<file path="config.mk">
export PLATFORM = sky130hd
export DESIGN_NAME = telephone_line_call_state_table
export DESIGN_NICKNAME = d
export VERILOG_FILES = /design/src/hdl/tlcs_pkg.sv /design/src/hdl/telephone_line_call_state_table.sv /design/src/hdl/tlcs_datapath.sv /design/src/hdl/tlcs_ctrl.sv
export VERILOG_INCLUDE_DIRS = /design/src /design/src/hdl
export SDC_FILE = /design/constraint.sdc
export NUM_CORES = 1
export LEC_CHECK = 0
export BUFFER_PORTS_ARGS = -buffer_cell sky130_fd_sc_hd__buf_2
export CAP_MARGIN = 20
export CORE_AREA = 2 2 163 165
export CTS_CLUSTER_DIAMETER = 80
export DETAILED_ROUTE_END_ITERATION = 10
export DIE_AREA = 0 0 165 167
export GPL_ROUTABILITY_DRIVEN = 1
export PLACE_DENSITY = 0.66
export SLEW_MARGIN = 20
export SYNTH_ARGS = -nofsm -noshare
export SYNTH_HDL_FRONTEND = slang
export SYNTH_SLANG_ARGS = --single-unit
</file>
<file path="constraint.sdc">
create_clock -name clk -period 3.29 [get_ports clk]
set_input_delay 0.658 -clock clk [delete_from_list [all_inputs] [get_ports clk]]
set_output_delay 0.658 -clock clk [all_outputs]
set_load 0.01 [all_outputs]
</file>
<file path="src/hdl/assert_macros.svh">
// Assertion macros used by the call state table controller.
`ifndef ASSERT_MACROS_SVH
`define ASSERT_MACROS_SVH

// Same-cycle implication, disabled while reset is asserted.
`define TLCS_ASSERT_IMP(lbl, clk, rstn, ante, cons) \
  lbl: assert property (@(posedge clk) disable iff (!(rstn)) (ante) |-> (cons)) \
    else $error("call state table: implication check failed");

// Next-cycle implication, disabled while reset is asserted.
`define TLCS_ASSERT_NXT(lbl, clk, rstn, ante, cons) \
  lbl: assert property (@(posedge clk) disable iff (!(rstn)) (ante) |=> (cons)) \
    else $error("call state table: next-cycle check failed");

`endif

</file>
<file path="src/hdl/tlcs_pkg.sv">
// Package: types, codes and sizes for the telephone line call state table.
`timescale 1ns / 1ps
`default_nettype none

package tlcs_pkg;

  localparam int NUM_LINES = 16;
  localparam int LINE_W    = 4;
  localparam int IDX_W     = $clog2(NUM_LINES);
  localparam int ACT_W     = 3;
  localparam int ST_W      = 3;

  localparam logic [ACT_W-1:0] ACT_REGISTER = 3'd0;
  localparam logic [ACT_W-1:0] ACT_PICKUP   = 3'd1;
  localparam logic [ACT_W-1:0] ACT_HANGUP   = 3'd2;
  localparam logic [ACT_W-1:0] ACT_DIAL     = 3'd3;
  localparam logic [ACT_W-1:0] ACT_CHAT     = 3'd4;

  localparam logic [ST_W-1:0] ST_ON_HOOK   = 3'd0;
  localparam logic [ST_W-1:0] ST_RINGING   = 3'd1;
  localparam logic [ST_W-1:0] ST_DIAL_TONE = 3'd2;
  localparam logic [ST_W-1:0] ST_RING_BACK = 3'd3;
  localparam logic [ST_W-1:0] ST_BUSY      = 3'd4;
  localparam logic [ST_W-1:0] ST_CONNECTED = 3'd5;
  localparam logic [ST_W-1:0] ST_ERROR     = 3'd6;

  typedef struct packed {
    logic [ST_W-1:0]   st;
    logic [LINE_W-1:0] peer;
  } entry_t;

  typedef struct packed {
    logic [LINE_W-1:0] dest;
    logic              kind;
    logic [ST_W-1:0]   st;
    logic              shows;
    logic [LINE_W-1:0] num;
    logic              status;
    logic              last;
  } result_t;

  typedef struct packed {
    logic load;
    logic rd_a;
    logic rd_b;
    logic eval;
    logic wr_b;
    logic sel_second;
  } tlcs_cmd_t;

  typedef struct packed {
    logic [1:0] num_res;
  } tlcs_sts_t;

endpackage

`default_nettype wire

</file>
<file path="src/hdl/telephone_line_call_state_table.sv">
// Top level: telephone line call state table, controller plus datapath.
// Usage:
//   Input channel (in_valid/in_stall) carries one action for one line: register,
//   pickup, hangup, dial (with target_line/target_known) or chat. A transfer takes
//   place on a rising edge with in_valid high and in_stall low.
//   Result channel (out_valid/out_stall) delivers zero, one or two notifications
//   per action; out_last marks the final one. Ignored actions give no result.
//   One item is in work at a time. After the input transfer the block reads
//   the acting line's entry and then the peer or target entry from the table
//   memory, evaluates and writes the acting line, and then writes the second
//   line through the single write port. The first result is offered once the
//   second-line write step is done, a second one in the cycle after the first
//   is taken; the next input transfer waits until the last result is taken, or
//   until the second-line write step is done when nothing is reported.
//   A stalled result holds steady until taken; in_stall stays high meanwhile.
//   Reset (rst_n low, synchronous) marks all lines unregistered with no peer;
//   a line's call state reads as on hook until it is registered.
`timescale 1ns / 1ps
`default_nettype none

module telephone_line_call_state_table import tlcs_pkg::*; (
  input  wire logic              clk,
  input  wire logic              rst_n,
  input  wire logic              in_valid,
  output logic                   in_stall,
  input  wire logic [ACT_W-1:0]  in_action,
  input  wire logic [LINE_W-1:0] in_line,
  input  wire logic [LINE_W-1:0] in_target_line,
  input  wire logic              in_target_known,
  output logic                   out_valid,
  input  wire logic              out_stall,
  output logic [LINE_W-1:0]      out_dest_line,
  output logic                   out_kind,
  output logic [ST_W-1:0]        out_line_state,
  output logic                   out_shows_number,
  output logic [LINE_W-1:0]      out_shown_number,
  output logic                   out_status,
  output logic                   out_last
);

  tlcs_cmd_t cmd;
  tlcs_sts_t sts;

  tlcs_ctrl u_ctrl (
    .clk       (clk),
    .rst_n     (rst_n),
    .in_valid  (in_valid),
    .in_stall  (in_stall),
    .out_valid (out_valid),
    .out_stall (out_stall),
    .sts       (sts),
    .cmd       (cmd)
  );

  tlcs_datapath u_dp (
    .clk              (clk),
    .rst_n            (rst_n),
    .in_action        (in_action),
    .in_line          (in_line),
    .in_target_line   (in_target_line),
    .in_target_known  (in_target_known),
    .cmd              (cmd),
    .sts              (sts),
    .out_dest_line    (out_dest_line),
    .out_kind         (out_kind),
    .out_line_state   (out_line_state),
    .out_shows_number (out_shows_number),
    .out_shown_number (out_shown_number),
    .out_status       (out_status),
    .out_last         (out_last)
  );

endmodule

`default_nettype wire

</file>
<file path="src/hdl/tlcs_datapath.sv">
// Datapath: line table memory, registered/peer flags, rule evaluation and result registers.
`timescale 1ns / 1ps
`default_nettype none

module tlcs_datapath import tlcs_pkg::*; (
  input  wire logic              clk,
  input  wire logic              rst_n,
  input  wire logic [ACT_W-1:0]  in_action,
  input  wire logic [LINE_W-1:0] in_line,
  input  wire logic [LINE_W-1:0] in_target_line,
  input  wire logic              in_target_known,
  input  wire tlcs_cmd_t         cmd,
  output tlcs_sts_t              sts,
  output logic [LINE_W-1:0]      out_dest_line,
  output logic                   out_kind,
  output logic [ST_W-1:0]        out_line_state,
  output logic                   out_shows_number,
  output logic [LINE_W-1:0]      out_shown_number,
  output logic                   out_status,
  output logic                   out_last
);

  function automatic logic in_rng(logic [LINE_W-1:0] x);
    return int'(x) < NUM_LINES;
  endfunction

  function automatic result_t notify(logic [LINE_W-1:0] ln, entry_t e);
    result_t r;
    r.dest   = ln;
    r.kind   = 1'b0;
    r.st     = e.st;
    r.shows  = (e.st == ST_ON_HOOK) || (e.st == ST_CONNECTED);
    r.num    = (e.st == ST_ON_HOOK) ? ln : ((e.st == ST_CONNECTED) ? e.peer : '0);
    r.status = (e.st == ST_ERROR);
    r.last   = 1'b0;
    return r;
  endfunction

  // latched item
  logic [ACT_W-1:0]  act_r;
  logic [LINE_W-1:0] ln_r;
  logic [LINE_W-1:0] tgt_r;
  logic              known_r;

  // line table: call state and peer link, reset covered by the registered bits
  entry_t            mem [NUM_LINES];
  entry_t            rd_a_r;
  entry_t            rd_b_r;
  logic [LINE_W-1:0] b_r;
  logic [LINE_W-1:0] b_sel;

  logic [NUM_LINES-1:0] reg_v_r, reg_v_nxt;
  logic [NUM_LINES-1:0] hp_v_r, hp_v_nxt;

  logic [1:0] num_res_r, num_res_nxt;
  logic       wr_b_r, wr_b_nxt;
  entry_t     ent_b_r;
  result_t    res0_r, res0_nxt;
  result_t    res1_r, res1_nxt;

  logic              mem_we;
  logic [LINE_W-1:0] mem_wa;
  entry_t            mem_wd;

  // evaluation
  entry_t             ea, eb, na, nb;
  logic               wr_a, pv, force_fail, chat;
  logic [IDX_W-1:0]   ax, bx, tx;

  always_ff @(posedge clk) begin
    if (cmd.load) begin
      act_r   <= in_action;
      ln_r    <= in_line;
      tgt_r   <= in_target_line;
      known_r <= in_target_known;
    end
  end

  // dial looks at the target, everything else at the peer of the acting line
  assign b_sel = (act_r == ACT_DIAL) ? tgt_r : rd_a_r.peer;

  assign mem_we = (cmd.eval && wr_a) || (cmd.wr_b && wr_b_r);
  assign mem_wa = cmd.wr_b ? b_r : ln_r;
  assign mem_wd = cmd.wr_b ? ent_b_r : na;

  always_ff @(posedge clk) begin
    if (mem_we) mem[mem_wa[IDX_W-1:0]] <= mem_wd;
    if (cmd.rd_a) rd_a_r <= mem[ln_r[IDX_W-1:0]];
    if (cmd.rd_b) begin
      rd_b_r <= mem[b_sel[IDX_W-1:0]];
      b_r    <= b_sel;
    end
  end

  assign ax = ln_r[IDX_W-1:0];
  assign bx = b_r[IDX_W-1:0];
  assign tx = tgt_r[IDX_W-1:0];

  always_comb begin
    ea.st   = reg_v_r[ax] ? rd_a_r.st : ST_ON_HOOK;
    ea.peer = rd_a_r.peer;
    eb.st   = reg_v_r[bx] ? rd_b_r.st : ST_ON_HOOK;
    eb.peer = rd_b_r.peer;
    na = ea;
    nb = eb;
    wr_a = 1'b0;
    wr_b_nxt = 1'b0;
    reg_v_nxt = reg_v_r;
    hp_v_nxt = hp_v_r;
    num_res_nxt = 2'd0;
    force_fail = 1'b0;
    chat = 1'b0;
    pv = hp_v_r[ax] && in_rng(ea.peer);

    if ((act_r <= ACT_CHAT) && in_rng(ln_r)) begin
      if (act_r == ACT_REGISTER) begin
        num_res_nxt = 2'd1;
        if (!reg_v_r[ax]) begin
          reg_v_nxt[ax] = 1'b1;
          hp_v_nxt[ax]  = 1'b0;
          na.st = ST_ON_HOOK;
          wr_a = 1'b1;
        end
      end else if (reg_v_r[ax]) begin
        num_res_nxt = 2'd1;
        case (act_r)
          ACT_PICKUP: begin
            if (ea.st == ST_ON_HOOK) begin
              na.st = ST_DIAL_TONE;
              wr_a = 1'b1;
            end else if (ea.st == ST_RINGING && pv) begin
              na.st = ST_CONNECTED;
              nb.st = ST_CONNECTED;
              wr_a = 1'b1;
              wr_b_nxt = 1'b1;
              num_res_nxt = 2'd2;
            end
          end
          ACT_HANGUP: begin
            if (ea.st inside {ST_CONNECTED, ST_RINGING, ST_RING_BACK}) begin
              na.st = ST_ON_HOOK;
              wr_a = 1'b1;
              hp_v_nxt[ax] = 1'b0;
              if (pv) begin
                nb.st = (ea.st == ST_RING_BACK) ? ST_ON_HOOK : ST_DIAL_TONE;
                hp_v_nxt[bx] = 1'b0;
                wr_b_nxt = 1'b1;
                num_res_nxt = 2'd2;
              end
            end else if (ea.st inside {ST_DIAL_TONE, ST_BUSY, ST_ERROR}) begin
              na.st = ST_ON_HOOK;
              wr_a = 1'b1;
            end
          end
          ACT_DIAL: begin
            if (ea.st == ST_DIAL_TONE) begin
              wr_a = 1'b1;
              if (!known_r || !in_rng(tgt_r) || !reg_v_r[tx]) begin
                na.st = ST_ERROR;
              end else if (tgt_r == ln_r || hp_v_r[tx] || eb.st != ST_ON_HOOK) begin
                na.st = ST_BUSY;
              end else begin
                na.st   = ST_RING_BACK;
                na.peer = tgt_r;
                nb.st   = ST_RINGING;
                nb.peer = ln_r;
                hp_v_nxt[ax] = 1'b1;
                hp_v_nxt[tx] = 1'b1;
                wr_b_nxt = 1'b1;
                num_res_nxt = 2'd2;
              end
            end
          end
          default: begin
            if (ea.st == ST_CONNECTED && pv) begin
              chat = 1'b1;
              num_res_nxt = 2'd2;
            end else begin
              force_fail = 1'b1;
            end
          end
        endcase
      end
    end

    res0_nxt = notify(ln_r, na);
    res0_nxt.status = res0_nxt.status | force_fail;
    res0_nxt.last = (num_res_nxt == 2'd1);

    if (chat) begin
      res1_nxt.dest   = b_r;
      res1_nxt.kind   = 1'b1;
      res1_nxt.st     = eb.st;
      res1_nxt.shows  = 1'b0;
      res1_nxt.num    = '0;
      res1_nxt.status = 1'b0;
    end else begin
      res1_nxt = notify(b_r, nb);
    end
    res1_nxt.last = 1'b1;
  end

  always_ff @(posedge clk) begin
    if (!rst_n) begin
      reg_v_r   <= '0;
      hp_v_r    <= '0;
      num_res_r <= 2'd0;
      wr_b_r    <= 1'b0;
    end else if (cmd.eval) begin
      reg_v_r   <= reg_v_nxt;
      hp_v_r    <= hp_v_nxt;
      num_res_r <= num_res_nxt;
      wr_b_r    <= wr_b_nxt;
    end
  end

  always_ff @(posedge clk) begin
    if (cmd.eval) begin
      ent_b_r <= nb;
      res0_r  <= res0_nxt;
      res1_r  <= res1_nxt;
    end
  end

  assign sts.num_res = num_res_r;

  result_t res_out;
  assign res_out = cmd.sel_second ? res1_r : res0_r;

  assign out_dest_line    = res_out.dest;
  assign out_kind         = res_out.kind;
  assign out_line_state   = res_out.st;
  assign out_shows_number = res_out.shows;
  assign out_shown_number = res_out.num;
  assign out_status       = res_out.status;
  assign out_last         = res_out.last;

endmodule

`default_nettype wire

</file>
<file path="src/hdl/tlcs_ctrl.sv">
// Controller: sequences table reads, evaluation, peer write and result transfers.
`timescale 1ns / 1ps
`default_nettype none
`include "assert_macros.svh"

module tlcs_ctrl import tlcs_pkg::*; (
  input  wire logic      clk,
  input  wire logic      rst_n,
  input  wire logic      in_valid,
  output logic           in_stall,
  output logic           out_valid,
  input  wire logic      out_stall,
  input  wire tlcs_sts_t sts,
  output tlcs_cmd_t      cmd
);

  localparam logic [2:0] S_IDLE = 3'd0;
  localparam logic [2:0] S_RDA  = 3'd1;
  localparam logic [2:0] S_RDB  = 3'd2;
  localparam logic [2:0] S_EVAL = 3'd3;
  localparam logic [2:0] S_WRB  = 3'd4;
  localparam logic [2:0] S_OUT1 = 3'd5;
  localparam logic [2:0] S_OUT2 = 3'd6;

  logic [2:0] state_r, state_nxt;

  always_comb begin
    state_nxt = state_r;
    case (state_r)
      S_IDLE: if (in_valid) state_nxt = S_RDA;
      S_RDA:  state_nxt = S_RDB;
      S_RDB:  state_nxt = S_EVAL;
      S_EVAL: state_nxt = S_WRB;
      S_WRB:  state_nxt = (sts.num_res == 2'd0) ? S_IDLE : S_OUT1;
      S_OUT1: begin
        if (!out_stall) state_nxt = (sts.num_res == 2'd2) ? S_OUT2 : S_IDLE;
      end
      S_OUT2: if (!out_stall) state_nxt = S_IDLE;
      default: state_nxt = S_IDLE;
    endcase
  end

  always_ff @(posedge clk) begin
    if (!rst_n) begin
      state_r <= S_IDLE;
    end else begin
      state_r <= state_nxt;
    end
  end

  assign in_stall  = (state_r != S_IDLE);
  assign out_valid = (state_r == S_OUT1) || (state_r == S_OUT2);

  assign cmd.load       = in_valid && (state_r == S_IDLE);
  assign cmd.rd_a       = (state_r == S_RDA);
  assign cmd.rd_b       = (state_r == S_RDB);
  assign cmd.eval       = (state_r == S_EVAL);
  assign cmd.wr_b       = (state_r == S_WRB);
  assign cmd.sel_second = (state_r == S_OUT2);

  `TLCS_ASSERT_IMP(a_out_holds_in, clk, rst_n, out_valid, in_stall)
  `TLCS_ASSERT_IMP(a_second_needs_two, clk, rst_n, state_r == S_OUT2, sts.num_res == 2'd2)
  `TLCS_ASSERT_IMP(a_out_has_result, clk, rst_n, out_valid, sts.num_res != 2'd0)
  `TLCS_ASSERT_NXT(a_accept_reads, clk, rst_n, in_valid && !in_stall, state_r == S_RDA)

endmodule

`default_nettype wire

</file>
==> metrics.yaml <==
status:
  outcome: "finished clean"
sta:
  worst_slew_pin_slew_ns: 0.8170
  drv_slew: 0
  period_needed_ns: 3.152
  skew_ns: 0.01562
  finalHoldViolCount: 0
  tns_ns: 0
  rsz0062_at_grt: "true"
  fmax_mhz: 317.3
  setup_viol: 0
  finalCritPeriodShare: 0.9581
  max_slew_margin: 0.4503
  whs_ns: 0.2999
route:
  vias: 8323
  drc: 0
  wl_per_cell_um: 22.36
  routed_wl_um: 31240
  drt-pass1-iter-count: 7
  drt_iter0_drc: 910
  drt-vias-per-instance: 5.958
  antenna_left: 0
die:
  die_w_um: 165
  core-area_um2: 25760
  fp.dieArea_um2: 27560
  rows: 59
  io_pins: 33
  dieHeight_um: 167
  start_util: 0.4330
clock_tree:
  clk_path_buf_depth: 3
  clkLatencyLatePin_ns: 0.55
  cts_max_level: 1
  cts.root.buffer_cell: "clkbuf_16"
  postCtsHoldBufs: 0
  numClockSinks: 215
  clk_pin_slew_worst_paths_ns: 0.06
  numCtsBuffers: 25
  cts_tree: "built"
critical_path:
  reg2reg_depth: 10
  endpoint_kind: "flop"
  slowest_delay_ns: 0.60
  path_max_fanout: 10
  startpoint_type: "flop"
  crit_chain: "buf_4 > mux4_2 > o21ai_1 > and2_1 > nand2_1 > o21ai_0 > buf_4 > a21oi_1 > buf_4 > nor2_1"
  critPathKind: "flop to flop"
  cpMaxStageDelayCell: "nor2_1"
  crit_family: "simple AND/OR/NAND/NOR gates"
  path_buf_inv: 3
  critPathRequiredTime_ns: 3.47
  arrival_ns: 3.33
  cp_num_cells: 10
  cp_common_cell: "buf_4"
grt:
  antenna_found_initial: 0
  grt_max_degree: 42
  grt_usage: 0.2290
  overflow: 0
  grt_pass1_vias: 8211
  grt_pass1_wl_um: 47970
cells_and_area:
  antennaDiodeCount: 0
  final_util: 0.5031
  area_growth_pct: 16.21
  layout.nets: 1059
  layout_common_cells: "177 x edfxtp_1, 156 x nand2_1, 96 x buf_4"
  final_cells: 1397
  layout-drive-gt1-share: 0.2448
  final_common_cell: "edfxtp_1"
synth:
  synth-edff-count: 177
  async_flop_share: 0
  yosys.cell_types.count: 70
  synthFlopType: "edfxtp_1"
  ys_warn_count: 0
  synth_seq_area_share: 0.5447
  synth_seq_cells: 215
  avgSynthCellArea_um2: 11.63
  syn-cell-area_um2: 11150
  syn_nets: 975
  synthCells: 959
power:
  peakVddDrop_mv: 0.3823
  leakagePower_nw: 4.593
  p_total_mw: 6.437
  cellPowerDensity_nw_per_um2: 496.6
min_path:
  hold_depth: 1
  hp-class: "input port to flop"
flow_run:
  cap_viol_max_count: 0
place:
  dp_cells: 1349
  place_hpwl_um: 21700
  gp_congestion: 0.9288
  numPortBuffers: 32
-- final cells by class --
cell class,instances,area [um2]
clock buffer,35,663.1
clock inverter,11,72.57
fill,2301,12800
inverter,18,67.56
multi-input combinational,653,4743
sequential,215,6076
tap,335,419.2
timing repair buffer,130,920.9
-- Yosys cell counts, types with 6 or more instances --
master | count | area [um2]
nand3_1 | 36 | 180.2
nor2_1 | 62 | 232.7
nand2b_1 | 8 | 50.05
nor2b_1 | 25 | 156.4
nand2_1 | 156 | 585.6
xor2_1 | 6 | 52.55
mux2_2 | 21 | 236.5
o21ai_0 | 21 | 105.1
buf_2 | 15 | 75.07
a311oi_1 | 21 | 183.9
dfxtp_1 | 38 | 760.7
o2bb2ai_1 | 8 | 70.07
clkbuf_1 | 45 | 168.9
o211ai_1 | 16 | 120.1
buf_1 | 7 | 26.28
mux4_2 | 46 | 1036
and3_1 | 17 | 106.4
nor3_1 | 16 | 80.08
a31oi_1 | 20 | 125.1
a21oi_1 | 56 | 280.3
mux2i_1 | 28 | 280.3
o21ai_1 | 12 | 60.06
inv_1 | 18 | 67.56
edfxtp_1 | 177 | 5315
-- worst reg2reg max path, stage by stage (launching register included) --
cell      delay, ns
edfxtp_1       0.48
buf_4          0.23
mux4_2         0.51
o21ai_1        0.17
and2_1         0.23
nand2_1        0.06
o21ai_0        0.09
buf_4          0.16
a21oi_1        0.06
buf_4          0.19
nor2_1         0.61
-- stage by stage --
step                      setup WS [ns]  instance area (um2)
after detailed placement        -0.1347                12170
after CTS                      0.007001                12910
after global placement          -0.1092                12170
after global routing          -0.002613                12960
final                            0.1380                12960
after floorplan                  0.2361                11150
-- worst paths after layout --
check	start	end	slack, ns
hold / removal	in_line[2]	u_dp.ax[2]	0.30
hold reg to reg	u_dp.hp_v_r[11]	u_dp.hp_v_r[11]	0.53
setup reg to reg	u_dp.ax[3]	u_dp.mem[1][3]	0.14
setup / recovery	u_dp.ax[3]	u_dp.mem[1][3]	0.14
-- cell families (layout without fill, tap and decap cells) --
kind of cell | after synthesis | after routing | synth area share
adder cells (fa/ha/maj) | 1 | 1 | 0.0008974
AO/OA/AOI/OAI | 193 | 193 | 0.1182
XOR/XNOR | 6 | 6 | 0.004711
flip-flops | 215 | 215 | 0.5447
multiplexers | 96 | 96 | 0.1402
buffers and inverters | 91 | 194 | 0.03567
AND/OR/NAND/NOR | 357 | 357 | 0.1556
-- where the power goes --
group          switching (mW)  internal [mW]  leakage, nW  total, mW
clock                    1.10           1.41        0.358       2.51
combinational           0.534          0.327         2.31      0.861
sequential             0.0424           3.02         1.92       3.06
total                    1.67           4.76         4.59       6.44
-- state kept, by name (all words and copies together), names as in the netlist, 3 cells and up --
| name | flops |
|---|---|
| u_dp.ent_b_r | 7 |
| u_dp.b_r | 4 |
| u_dp.res1_r | 14 |
| u_dp.mem | 112 |
| u_dp.rd_a_r | 3 |
| u_dp.tgt_r | 4 |
| u_dp.act_r | 3 |
| u_ctrl.state_r | 3 |
| u_dp.eb | 4 |
| u_dp.rd_b_r | 3 |
| u_dp.reg_v_r | 16 |
| u_dp.hp_v_r | 16 |
| u_dp.ea | 4 |
| u_dp.ax | 4 |
| u_dp.res0_r | 14 |
-- metal layers --
layer	vias to the layer above	global-route usage	wire length (um)
met2	384	0.3717	14930
met4	0	0.07750	1239
met3	77	0.03263	2304
li1	3811	-	-
met1	4051	0.3156	12770
met5	-	0	0
-- repair_timing --
action                                  in CTS  in global routing
endpoints found under the setup margin      16                102
gates resized for setup                      1                  8
buffers inserted                             0                  2
pin swaps                                    0                  0
Note: power is estimated with default switching activity, not from simulation.
